--- src/sv/alad_pkg.sv ---
// ----------------------------------------------------------------------------
// alad_pkg: shared types for the array list append/delete unit
// Operation and status codes, controller states and the cell control group.
// ----------------------------------------------------------------------------
`default_nettype none

package alad_pkg;

  localparam int unsigned DEPTH_DEFAULT      = 64;
  localparam int unsigned DATA_WIDTH_DEFAULT = 32;

  typedef enum logic [1:0] {
    OP_APPEND = 2'd0,
    OP_DELETE = 2'd1,
    OP_DUMP   = 2'd2,
    OP_NONE   = 2'd3
  } op_t;

  typedef enum logic [1:0] {
    ST_OK        = 2'd0,
    ST_FULL      = 2'd1,
    ST_NOT_FOUND = 2'd2,
    ST_EMPTY     = 2'd3
  } status_t;

  typedef enum logic [1:0] {
    S_IDLE = 2'd0,
    S_PASS = 2'd1,
    S_RESP = 2'd2
  } state_t;

  // Control broadcast to every cell of the chain.
  typedef struct packed {
    logic shift;  // every cell takes its upper neighbor's entry; the last cell keeps its own
    logic push;   // the tail cell takes the head entry instead
    logic load;   // the addressed cell takes the appended value
  } cell_ctrl_t;

endpackage

`default_nettype wire

--- src/sv/alad_cell.sv ---
// ----------------------------------------------------------------------------
// alad_cell: one storage cell of the list chain
// Holds one entry; shifts down from its neighbor, takes the recirculated
// head when it is the tail of the loop, or loads an appended value.
// ----------------------------------------------------------------------------
`default_nettype none

module alad_cell
  import alad_pkg::*;
#(
  parameter int unsigned DATA_WIDTH = DATA_WIDTH_DEFAULT,
  parameter int unsigned IW         = 6,
  parameter int unsigned INDEX      = 0
) (
  input  logic                  clk,
  input  cell_ctrl_t            ctrl,
  input  logic [IW-1:0]         tail_idx,
  input  logic [IW-1:0]         load_idx,
  input  logic [DATA_WIDTH-1:0] load_val,
  input  logic [DATA_WIDTH-1:0] head_val,
  input  logic [DATA_WIDTH-1:0] next_val,
  output logic [DATA_WIDTH-1:0] entry_q
);

  localparam logic [IW-1:0] MY_IDX = IW'(INDEX);

  always_ff @(posedge clk) begin
    if (ctrl.load && (load_idx == MY_IDX)) begin
      entry_q <= load_val;
    end else if (ctrl.shift) begin
      if (ctrl.push && (tail_idx == MY_IDX)) begin
        entry_q <= head_val;
      end else begin
        entry_q <= next_val;
      end
    end
  end

endmodule

`default_nettype wire

--- config.mk ---
export PLATFORM = sky130hd
export DESIGN_NAME = alad_cell
export DESIGN_NICKNAME = d
export VERILOG_FILES = /design/src/sv/alad_pkg.sv /design/src/sv/alad_cell.sv
export SDC_FILE = /design/constraint.sdc
export NUM_CORES = 1
export LEC_CHECK = 0
export BUFFER_PORTS_ARGS = -buffer_cell sky130_fd_sc_hd__buf_2
export CAP_MARGIN = 25
export CORE_ASPECT_RATIO = 1.2
export CORE_MARGIN = 10
export CORE_UTILIZATION = 28
export CTS_BUF_LIST = sky130_fd_sc_hd__clkbuf_2
export DETAILED_ROUTE_END_ITERATION = 10
export PLACE_DENSITY_LB_ADDON = 0.1
export SYNTH_ARGS = -nofsm -noshare
export SYNTH_HDL_FRONTEND = slang
export SYNTH_SLANG_ARGS = --single-unit
--- constraint.sdc ---
create_clock -name clk -period 3 [get_ports clk]
set_input_delay 0.3 -clock clk [delete_from_list [all_inputs] [get_ports clk]]
set_output_delay 0.3 -clock clk [all_outputs]
set_load 0.02 [all_outputs]
## Word level (Yosys, flattened, before mapping)

Cells that the tools add are included.

| word-level totals | value |
|---|---|
| flip-flop bits (word level) | 32 |
| latch bits | 0 |
| RAM bits | 0 |
| bits in read-only memories | 0 |
| input port bits | 112 |
| output and inout bits | 32 |
| logic and storage cells | 9 |
| memories | 0 |

| cells by class | value |
|---|---|
| $add $sub $neg | 0 |
| multipliers | 0 |
| div/mod/pow operators | 0 |
| order comparisons | 0 |
| equality and inequality tests | 0 |
| shift-type cells | 0 |
| mux-type cells | 3 |
| bitwise gates (word level) | 0 |
| reductions and logical operators | 5 |

Operators by type and width:

| cell | number |
|---|---|
| 32-bit two-way mux | 3 |
| 6-bit zero test | 2 |
| 1-bit logical AND | 2 |
| 2-bit nonzero test | 1 |

## Logic depth before layout (Yosys ltp)

Gate-level depths: netlist (run 1).

| logic depth | value |
|---|---|
| depth in word-level cells | 5 |
| depth in mapped cells | 6 |
| mapped depth without buffers | 3 |

## Worst setup path after synthesis (run 1)

Ideal clock, no wire load.

| timing | value |
|---|---|
| kind | input -> register |
| start point | input port load_idx[2] |
| end point | register entry_q[0], enable pin |
| setup time | 0.394 ns |
| data arrival time | 2.067 ns |
| required time | 2.606 ns |
| path slack | 0.539 ns |
| stages on the path | 5 |
| buffers on the path | 2 |
| cell sequence | or4b_4 > buf_6 > or2_1 > buf_6 > nand2b_1 |

| between the ends | value |
|---|---|
| cells in the longest elaborated chain, start to end | 3 |

RTL lines:

| element | line | source |
|---|---|---|
| start: declaration | alad_cell.sv:18 | `input logic [IW-1:0] load_idx,` |
| 6-bit zero test | alad_cell.sv:28 | `if (ctrl.load && (load_idx == MY_IDX)) begin` |
| 1-bit logical AND | alad_cell.sv:28 |  |
| 2-bit nonzero test (no line) | n/a |  |
| end signal: assignment | alad_cell.sv:29 | `entry_q <= load_val;` |
| end signal: assignment | alad_cell.sv:32 | `entry_q <= head_val;` |
| end signal: assignment | alad_cell.sv:34 | `entry_q <= next_val;` |
| end: declaration | alad_cell.sv:22 | `output logic [DATA_WIDTH-1:0] entry_q` |

Every way passes these cells.
A chain may end at the register's enable or synchronous reset.

## Final worst setup path (run 1)

| timing | value |
|---|---|
| start point | input port tail_idx[1] |
| end point | register entry_q[12] (data pin) |

| between the ends | value |
|---|---|
| cells in the longest elaborated chain, start to end | 5 |

RTL lines:

| element | line | source |
|---|---|---|
| start: declaration | alad_cell.sv:17 | `input logic [IW-1:0] tail_idx,` |
| 6-bit zero test | alad_cell.sv:31 | `if (ctrl.push && (tail_idx == MY_IDX)) begin` |
| 1-bit logical AND | alad_cell.sv:31 |  |
| 32-bit two-way mux | alad_cell.sv:31 |  |
| 32-bit two-way mux | alad_cell.sv:30 | `end else if (ctrl.shift) begin` |
| 32-bit two-way mux | alad_cell.sv:28 |  |

Every way passes these cells. The select of a mux whose other input is x is not followed.

==> impl_metrics.sql, run 1 <==
INSERT INTO impl_metrics (metric_group, metric, value, unit) VALUES
('setup_path', 'timing.critical_path.slowest_cell_delay', '1010', 'ps'),
('logic_synthesis', 'portion_of_the_post_synthesis_area_used_by_sequential_elements', '0.509', ''),
('floorplanning', 'fp.dieH', '110', 'um'),
('timing', 'grt_setup_unrepaired', 'false', ''),
('cells_and_area', 'antenna_cells', '0', ''),
('route', 'total_number_of_vias', '2240', ''),
('hold_path', 'worst_hold_startpoint', 'load_val[13]', ''),
('logic_synthesis', 'synthAdderAreaFrac', '0', ''),
('cells_and_area', 'area_growth', '41.7', '%'),
('cells_and_area', 'final_cell_mix', 'sky130_fd_sc_hd__buf_2 (143), sky130_fd_sc_hd__nand4_1 (32), sky130_fd_sc_hd__nor3_1 (32), sky130_fd_sc_hd__edfxtp_1 (32), sky130_fd_sc_hd__a31oi_1 (31)', ''),
('cells_and_area', 'multiInputGateArea', '797', 'sq um'),
('power_and_ir_drop', 'leakagePower', '1.05', 'nW'),
('power_and_ir_drop', 'clock_power_share', '0.201', ''),
('clocking', 'postCtsSetupRepairBufs', '0', ''),
('clocking', 'h-tree-depth', '2', ''),
('route', 'drt.antenna.violating_nets', '0', ''),
('logic_synthesis', 'synth_top_cell_by_area', 'sky130_fd_sc_hd__edfxtp_1', ''),
('global_routing', 'grt_util_all_layers', '0.154', ''),
('clocking', 'cts.sink_count', '32', ''),
('floorplanning', 'start_util', '0.291', ''),
('setup_path', 'worstPathCellList', 'buf_2 -> or4_1 -> o21ai_0 -> a31oi_1', ''),
('route', 'dr.first_iter.drc_count', '175', ''),
('hold_path', 'worstHoldPathCells', '3', ''),
('hold_path', 'sink_of_the_worst_hold_path', 'entry_q[13]', ''),
('place', 'place_congestion', '0.769', ''),
('cells_and_area', 'drive_above_1_share', '0.495', ''),
('floorplanning', 'die_area', '10400', 'sq um'),
('logic_synthesis', 'netlist_area', '1890', 'sq um'),
('logic_synthesis', 'synthDominantCellAreaShare', '0.509', ''),
('floorplanning', 'core_area', '6490', 'sq um'),
('clocking', 'cts_tree', 'yes', ''),
('floorplanning', 'die_boundary_width', '95.0', 'um'),
('route', 'drc_errors', '0', ''),
('place', 'placement.io_buffers', '143', ''),
('cells_and_area', 'top_regs', 'entry_q x32', ''),
('cells_and_area', 'final_cell_area', '2680', 'sq um'),
('logic_synthesis', 'post_synth_and_or_nand_nor_area_fraction', '0.222', ''),
('outcome', 'status', 'complete, no violations', ''),
('setup_path', 'critical_path_required', '3110', 'ps'),
('floorplanning', 'io_pins', '144', ''),
('power_and_ir_drop', 'p_comb_frac', '0.249', ''),
('setup_path', 'critical_path_class', 'in2reg', ''),
('timing', 'timing.final.setup_violations', '0', ''),
('logic_synthesis', 'synth_instances', '196', ''),
('power_and_ir_drop', 'power.share.sequential', '0.550', ''),
('logic_synthesis', 'muxShareOfSynthArea', '0', ''),
('global_routing', 'pin_count_of_the_biggest_net_entering_global_routing', '33', ''),
('clocking', 'cts_buffers', '5', ''),
('timing', 'worst_slew_margin_rel', '0.302', ''),
('route', 'via_per_inst', '5.46', ''),
('power_and_ir_drop', 'ratio_of_total_power_to_cell_area', '370', 'nW/um^2'),
('clocking', 'cts.repair.resized', '0', ''),
('timing', 'fmax', '0.561', 'GHz'),
('timing', 'timing_worst_slew_pin_value', '1050', 'ps'),
('route', 'firstDrtPassIters', '4', ''),
('route', 'avgRoutedWirePerCell', '20.8', 'um'),
('logic_synthesis', 'synth_compound_area_frac', '0.194', ''),
('logic_synthesis', 'yosys_warnings', '0', ''),
('logic_synthesis', 'syn-mean-instance-area', '9.64', 'sq um'),
('power_and_ir_drop', 'switching_power', '0.000308', 'W'),
('clocking', 'cts.path.max_buffers', '2', ''),
('clocking', 'number_of_buffers_inserted_for_hold_repair_after_clock_tree_synthesis', '0', ''),
('cells_and_area', 'regArea', '961', 'sq um'),
('setup_path', 'worstSetupEndpointType', 'register', ''),
('logic_synthesis', 'net_count_after_synthesis', '308', ''),
('timing', 'hold_violations', '0', ''),
('setup_path', 'crit_path_top_delay_cell', 'sky130_fd_sc_hd__or4_1', ''),
('timing', 'final_period_minus_worst_setup_slack', '1780', 'ps'),
('global_routing', 'grt_pass1_wl', '12500', 'um'),
('setup_path', 'critical_path.max_fanout', '32', ''),
('cells_and_area', 'mostFrequentLayoutCell', 'sky130_fd_sc_hd__buf_2', '');
how the worst max path moves through the flow:
stage | slack (ps) | cells after the start | from | endpoint
final | 1220 | 4 | tail_idx[1] | entry_q[12]
after global routing | 1160 | 4 | tail_idx[1] | entry_q[29]
after CTS | 1220 | 4 | tail_idx[1] | entry_q[12]
after detailed placement | 800 | 4 | tail_idx[1] | entry_q[0]
after global placement | 820 | 4 | tail_idx[1] | entry_q[0]
after floorplan | 540 | 5 | load_idx[2] | entry_q[0]
power groups by stage:
stage	combinational, W	clock (W)	sequential, W
floorplan	0.0000627	0	0.000605
global placement	0.000248	0	0.000555
detailed placement	0.000249	0	0.000555
CTS	0.000250	0.000205	0.000545
global route	0.000267	0.000235	0.000548
finish	0.000246	0.000199	0.000544
cells in the mapped netlist:
master / n
sky130_fd_sc_hd__edfxtp_1: 32
sky130_fd_sc_hd__nand4_1: 32
sky130_fd_sc_hd__nor3_1: 32
sky130_fd_sc_hd__a31oi_1: 31
sky130_fd_sc_hd__o21ai_0: 27
sky130_fd_sc_hd__clkbuf_1: 23
sky130_fd_sc_hd__buf_6: 5
sky130_fd_sc_hd__o21ai_1: 5
sky130_fd_sc_hd__a31oi_2: 1
sky130_fd_sc_hd__nand2b_1: 1
sky130_fd_sc_hd__nor2_1: 1
sky130_fd_sc_hd__nor4_1: 1
sky130_fd_sc_hd__or2_1: 1
sky130_fd_sc_hd__or3_1: 1
sky130_fd_sc_hd__or3b_2: 1
sky130_fd_sc_hd__or4_1: 1
sky130_fd_sc_hd__or4b_4: 1
worst max-delay path, delay by kind of cell:
family,cells,cell delay (ps)
and+or+nand+nor,1,1010
AOI/OAI and AO/OA,2,470
buffers and inverters,1,110
final cells by class:
cell class | count | area share
multi-input combinational | 136 | 0.298
timing repair buffer | 150 | 0.292
sequential | 32 | 0.359
clock buffer | 5 | 0.00935
clock inverter | 2 | 0.00280
tap | 85 | 0.0397
cells by family (layout without fill, tap and decap cells):
group,Yosys count,after routing
AND/OR/NAND/NOR,72,72
flip-flops,32,32
AO/OA/AOI/OAI,64,64
buffers and inverters,28,157
per-stage QoR:
step / setup slack (ps) / std cells / power, W / hold slack (ps)
6_report: 1220 / 410 / 0.000990 / 263
4_1_cts: 1220 / 410 / 0.00100 / 253
2_1_floorplan: 539 / 196 / 0.000668 / 559
3_5_place_dp: 801 / 403 / 0.000804 / 662
3_3_place_gp: 816 / 403 / 0.000803 / 650
5_1_grt: 1160 / 410 / 0.00105 / 234
routing by layer:
layer / track usage / wire, um
met1: 0.172 / 3090
met2: 0.266 / 4350
met3: 0.0575 / 976
met4: 0.0450 / 122
met5: 0 / 0
No activity file was read; power rests on OpenSTA's default activity.
==> inputs of run 2 (changes only) <==
- clock period: 3 -> 1.6 ns (I/O delays scaled with it)
==> impl_metrics.sql, run 2 (synthesis results as in run 1) <==
INSERT INTO impl_metrics (metric_group, metric, value, unit) VALUES
('setup_path', 'critical_path_required', '1820', 'ps'),
('timing', 'maxSlewViolCount', '0', ''),
('cells_and_area', 'largest_reg_flops', '32', ''),
('flow_run', 'maxCapViolCount', '0', ''),
('power_and_ir_drop', 'leakagePower', '1.12', 'nW'),
('outcome', 'status', 'complete, no violations', ''),
('cells_and_area', 'drive_above_1_share', '0.515', ''),
('floorplanning', 'core_area', '6490', 'sq um'),
('route', 'firstDrtPassIters', '4', ''),
('cells_and_area', 'num-nets-final', '446', ''),
('power_and_ir_drop', 'power.ir.vdd_worst', '0.000230', 'V'),
('global_routing', 'number_of_antenna_violations_at_the_first_check_in_global_routing', '0', ''),
('floorplanning', 'num_rows', '32', ''),
('power_and_ir_drop', 'totalPowerFinal', '0.00188', 'W'),
('place', 'place_congestion', '0.806', ''),
('route', 'drt_wl_total', '8370', 'um'),
('setup_path', 'worst-path-stages', '5', ''),
('setup_path', 'timing_startpoint_of_the_critical_path', 'load_idx[2]', ''),
('setup_path', 'critical_path.startpoint_type', 'primary input', ''),
('timing', 'hold_violations', '0', ''),
('route', 'drt.antenna.violating_nets', '0', ''),
('timing', 'grt_setup_unrepaired', 'false', ''),
('place', 'placement.io_buffers', '143', ''),
('cells_and_area', 'regArea', '961', 'sq um'),
('cells_and_area', 'area_growth', '47.7', '%'),
('clocking', 'h-tree-depth', '2', ''),
('setup_path', 'worstPathCellList', 'buf_2 -> or4b_4 -> or2_1 -> buf_4 -> a31oi_1', ''),
('floorplanning', 'die_boundary_width', '95.0', 'um'),
('setup_path', 'worstSetupEndpointType', 'register', ''),
('clocking', 'clk_transition_reported_paths', '170', 'ps'),
('clocking', 'cts.sink_count', '32', ''),
('setup_path', 'timing.critical_path.slowest_cell_delay', '520', 'ps'),
('route', 'total_number_of_vias', '2217', ''),
('timing', 'layout_setup_ws', '358', 'ps'),
('timing', 'final_period_utilization', '0.776', ''),
('timing', 'final_period_minus_worst_setup_slack', '1240', 'ps'),
('floorplanning', 'fp.dieH', '110', 'um'),
('setup_path', 'path_delay_family', 'simple AND/OR/NAND/NOR gates', ''),
('place', 'placement.setup.worst_slack', '-36.3', 'ps'),
('setup_path', 'setup.worst_path.end', 'entry_q[17]', ''),
('clocking', 'postCtsSetupRepairBufs', '0', ''),
('floorplanning', 'io_pins', '144', ''),
('global_routing', 'grt_util_all_layers', '0.148', ''),
('setup_path', 'critical_path.max_fanout', '21', ''),
('clocking', 'cts_buffers', '5', ''),
('power_and_ir_drop', 'ratio_of_total_power_to_cell_area', '673', 'nW/um^2'),
('route', 'drc_errors', '0', ''),
('cells_and_area', 'antenna_cells', '0', ''),
('route', 'via_per_inst', '5.29', ''),
('cells_and_area', 'top_regs', 'entry_q x32', ''),
('cells_and_area', 'max_flop_register', 'entry_q', ''),
('clocking', 'cts_tree', 'yes', ''),
('clocking', 'cts.root.buffer_cell', 'sky130_fd_sc_hd__clkbuf_2', ''),
('setup_path', 'cp_data_arrival_time', '1460', 'ps'),
('global_routing', 'pin_count_of_the_biggest_net_entering_global_routing', '33', ''),
('setup_path', 'critical_path_class', 'in2reg', ''),
('floorplanning', 'start_util', '0.291', ''),
('route', 'avgRoutedWirePerCell', '20.0', 'um'),
('timing', 'fmax', '0.805', 'GHz'),
('timing', 'timing_worst_slew_pin_value', '382', 'ps'),
('place', 'dpl-instance-area', '2760', 'sq um'),
('hold_path', 'worst_hold_path_type', 'in2reg', ''),
('cells_and_area', 'mostFrequentLayoutCell', 'sky130_fd_sc_hd__buf_2', ''),
('cells_and_area', 'multiInputGateArea', '802', 'sq um'),
('timing', 'final.hold.worst_slack', '125', 'ps'),
('clocking', 'cts.path.max_buffers', '2', ''),
('route', 'dr.first_iter.drc_count', '85', ''),
('clocking', 'cts.repair.resized', '0', ''),
('floorplanning', 'die_area', '10400', 'sq um'),
('global_routing', 'grt_pass1_wl', '12000', 'um'),
('place', 'dp_cells', '412', ''),
('setup_path', 'critPathBufInv', '2', ''),
('cells_and_area', 'final_cell_area', '2790', 'sq um'),
('cells_and_area', 'num-fill-cells', '699', ''),
('timing', 'worst_slew_margin_rel', '0.745', ''),
('clocking', 'number_of_buffers_inserted_for_hold_repair_after_clock_tree_synthesis', '0', ''),
('setup_path', 'crit_path_top_delay_cell', 'sky130_fd_sc_hd__or4b_4', ''),
('timing', 'timing.final.setup_violations', '0', ''),
('cells_and_area', 'final_cells', '419', ''),
('cells_and_area', 'final_cell_mix', 'sky130_fd_sc_hd__buf_2 (143), sky130_fd_sc_hd__nand4_1 (32), sky130_fd_sc_hd__nor3_1 (32), sky130_fd_sc_hd__edfxtp_1 (32), sky130_fd_sc_hd__a31oi_1 (31)', ''),
('global_routing', 'grt_overflow', '0', ''),
('global_routing', 'grt_pass1_vias', '2301', ''),
('place', 'dp_hpwl', '6280', 'um');
==> run 2: report_power, final <==
part,internal [W],switching [W],total (W)
registers,0.00100,0.0000180,0.00102
logic,0.000206,0.000278,0.000484
clock network,0.000104,0.000270,0.000375
==> run 2: per-stage QoR <==
stage,utilization,TNS [ps]
final,0.430,0
after global routing,0.430,0
after CTS,0.430,0
after detailed placement,0.425,-1350
after global placement,0.425,-844
after floorplan,-,-5000
==> run 2: final cells by class <==
cell class                      instances  area share
Sequential cell                        32       0.344
Clock inverter                          1     0.00179
Clock buffer                            6      0.0108
Timing Repair Buffer                  159       0.317
Multi-Input combinational cell        136       0.287
Tap cell                               85      0.0381
==> run 2: how the worst min path moves through the flow <==
| stage | endpoint | cells past startpoint | startpoint | slack (ps) |
|---|---|---|---|---|
| 6_report | entry_q[19] | 3 | load_val[19] | 120 |
| 5_1_grt | entry_q[19] | 3 | load_val[19] | 90 |
| 4_1_cts | entry_q[3] | 3 | load_val[3] | 110 |
| 3_5_place_dp | entry_q[19] | 3 | load_val[19] | 520 |
| 3_3_place_gp | entry_q[19] | 3 | load_val[19] | 520 |
| 2_1_floorplan | entry_q[31] | 2 | load_val[31] | 420 |
==> run 2: layer usage <==
layer | wire length (um) | part of all wire | global-route usage | vias up
met2 | 4340 | 0.52 | 0.259 | 116
li1 | - | - | - | 1071
met5 | 0 | 0 | 0 | -
met4 | 94 | 0.011 | 0.0396 | 0
met1 | 3110 | 0.37 | 0.168 | 1023
met3 | 822 | 0.098 | 0.0507 | 7
==> inputs of run 3 (changes only) <==
- clock period: 1.6 -> 1.2 ns (I/O delays scaled with it)
==> impl_metrics.sql, run 3 (synthesis results as in run 1) <==
INSERT INTO impl_metrics (metric_group, metric, value, unit) VALUES
('cells_and_area', 'num-fill-cells', '689', ''),
('cells_and_area', 'largest_reg_flops', '32', ''),
('clocking', 'clk_transition_reported_paths', '170', 'ps'),
('setup_path', 'critical_path.max_fanout', '16', ''),
('timing', 'layout_setup_ws', '-14.0', 'ps'),
('cells_and_area', 'num-nets-final', '450', ''),
('route', 'drt_wl_total', '7960', 'um'),
('hold_path', 'worst_hold_startpoint', 'load_val[29]', ''),
('power_and_ir_drop', 'ratio_of_total_power_to_cell_area', '889', 'nW/um^2'),
('global_routing', 'grt_use_met1', '0.169', ''),
('route', 'total_number_of_vias', '2260', ''),
('cells_and_area', 'max_flop_register', 'entry_q', ''),
('floorplanning', 'die_area', '10400', 'sq um'),
('place', 'place_congestion', '0.781', ''),
('timing', 'final_period_utilization', '1.01', ''),
('power_and_ir_drop', 'switching_part_of_the_total', '0.296', ''),
('route', 'drt.antenna.violating_nets', '0', ''),
('global_routing', 'grt_util_all_layers', '0.147', ''),
('setup_path', 'critical_path_class', 'in2reg', ''),
('clocking', 'cts_buffers', '5', ''),
('place', 'placement.io_buffers', '143', ''),
('power_and_ir_drop', 'p_comb_frac', '0.259', ''),
('cells_and_area', 'multiInputGateArea', '817', 'sq um'),
('cells_and_area', 'final_cell_mix', 'sky130_fd_sc_hd__buf_2 (143), sky130_fd_sc_hd__nand4_1 (32), sky130_fd_sc_hd__edfxtp_1 (32)', ''),
('route', 'dr.first_iter.drc_count', '93', ''),
('clocking', 'cts.root.buffer_cell', 'sky130_fd_sc_hd__clkbuf_2', ''),
('route', 'via_per_inst', '5.33', ''),
('floorplanning', 'num_rows', '32', ''),
('timing', 'timing_worst_slew_pin_value', '381', 'ps'),
('route', 'drc_errors', '0', ''),
('place', 'dp_hpwl', '6160', 'um'),
('timing', 'fmax', '0.824', 'GHz'),
('cells_and_area', 'mostFrequentLayoutCell', 'sky130_fd_sc_hd__buf_2', ''),
('outcome', 'status', 'finished with violations', ''),
('global_routing', 'pin_count_of_the_biggest_net_entering_global_routing', '33', ''),
('cells_and_area', 'final_core_utilization', '0.438', ''),
('global_routing', 'use_met2', '0.250', ''),
('clocking', 'cts_tree', 'yes', ''),
('route', 'avgRoutedWirePerCell', '18.8', 'um'),
('setup_path', 'worstPathCellList', 'buf_2 -> or4b_4 -> or2_4 -> nand2b_4 -> buf_12', ''),
('clocking', 'cts.sink_count', '32', ''),
('cells_and_area', 'area_growth', '50.3', '%'),
('timing', 'final_period_minus_worst_setup_slack', '1210', 'ps'),
('clocking', 'number_of_buffers_inserted_for_hold_repair_after_clock_tree_synthesis', '0', ''),
('floorplanning', 'fp.dieH', '110', 'um'),
('timing', 'maxSlewViolCount', '0', ''),
('power_and_ir_drop', 'switching_power', '0.000748', 'W'),
('global_routing', 'number_of_antenna_violations_at_the_first_check_in_global_routing', '0', ''),
('clocking', 'cts.path.max_buffers', '2', ''),
('setup_path', 'critical_path.startpoint_type', 'primary input', ''),
('global_routing', 'grt_pass1_vias', '2457', ''),
('flow_run', 'maxCapViolCount', '0', ''),
('timing', 'hold_violations', '0', ''),
('cells_and_area', 'drive_above_1_share', '0.528', ''),
('global_routing', 'met3_usage', '0.0595', ''),
('setup_path', 'timing.critical_path.slowest_cell_delay', '530', 'ps'),
('setup_path', 'crit_path_top_delay_cell', 'sky130_fd_sc_hd__or4b_4', ''),
('floorplanning', 'die_boundary_width', '95.0', 'um'),
('timing', 'worst_slew_margin_rel', '0.746', ''),
('global_routing', 'grt_pass1_wl', '12200', 'um'),
('clocking', 'h-tree-depth', '2', ''),
('hold_path', 'worst_hold_path_type', 'in2reg', ''),
('floorplanning', 'io_pins', '144', ''),
('cells_and_area', 'regArea', '961', 'sq um'),
('cells_and_area', 'antenna_cells', '0', ''),
('global_routing', 'grt_overflow', '0', ''),
('floorplanning', 'core_area', '6490', 'sq um'),
('power_and_ir_drop', 'totalPowerFinal', '0.00252', 'W'),
('floorplanning', 'start_util', '0.291', ''),
('global_routing', 'gr-max-usage-layer', 'met2', ''),
('timing', 'timing.final.setup_violations', '12', ''),
('cells_and_area', 'top_regs', 'entry_q x32', ''),
('power_and_ir_drop', 'leakagePower', '1.15', 'nW'),
('timing', 'grt_setup_unrepaired', 'false', ''),
('setup_path', 'worstSetupEndpointType', 'register', ''),
('hold_path', 'worstHoldPathCells', '3', ''),
('setup_path', 'cp_data_arrival_time', '1280', 'ps'),
('setup_path', 'timing_startpoint_of_the_critical_path', 'load_idx[2]', ''),
('setup_path', 'critical_path_required', '1270', 'ps'),
('power_and_ir_drop', 'power.share.sequential', '0.540', ''),
('route', 'firstDrtPassIters', '4', ''),
('power_and_ir_drop', 'clock_power_share', '0.201', ''),
('power_and_ir_drop', 'p_int', '0.00178', 'W'),
('outcome', 'violated_checks', 'negative setup slack', ''),
('power_and_ir_drop', 'power.ir.vdd_worst', '0.000317', 'V');
==> run 3: cell types whose count changed in the layout (fill, tap and decap cells not counted), sizes merged <==
cell    delta
clkbuf     +1
buf        +4
==> run 3: timing repair <==
action                                  in CTS  in global routing
endpoints found under the setup margin      32                  3
setup buffers                                0                  0
resized for setup                            1                  3
hold endpoints to repair                     0                  0
==> run 3: metrics by stage <==
step	TNS [ps]	hold WS (ps)	setup slack (ps)	cell area [sq um]	cells
after floorplan	-25710	379	-516	1900	196
after global placement	-25100	475	-450	2790	416
after detailed placement	-25660	477	-456	2790	416
after CTS	0	73.6	27.1	2830	424
after global routing	0	53.1	2.66	2840	424
final	-27.3	105	-14.0	2840	424
==> run 3: per-layer routing <==
layer	part of all wire	up-vias
li1	-	1082
met5	0	-
met3	0.098	6
met4	0.0078	0
met2	0.49	115
met1	0.41	1057
==> run 3: worst paths after layout <==
check  slack [ps]          end
min           110  entry_q[29]
max           -10  entry_q[30]
==> run 3: power groups by stage <==
stage	Sequential [W]	Combinational (W)	Clock, W
5_1_grt	0.00137	0.000709	0.000601
4_1_cts	0.00137	0.000659	0.000541
3_5_place_dp	0.00139	0.000659	0
2_1_floorplan	0.00151	0.000161	0
6_report	0.00136	0.000653	0.000508
3_3_place_gp	0.00139	0.000658	0
==> run 3: worst max-delay path: cells and delay by family <==
kind / cells / cell delay, ps
and+or+nand+nor: 3 / 920
buffers and inverters: 2 / 260
==> run 3: final cells by class <==
| type | instances | area share |
|---|---|---|
| Timing Repair Buffer | 163 | 0.323 |
| Clock inverter | 1 | 0.00132 |
| Tap cell | 85 | 0.0375 |
| Multi-Input combinational cell | 136 | 0.288 |
| Sequential cell | 32 | 0.338 |
| Clock buffer | 7 | 0.0123 |
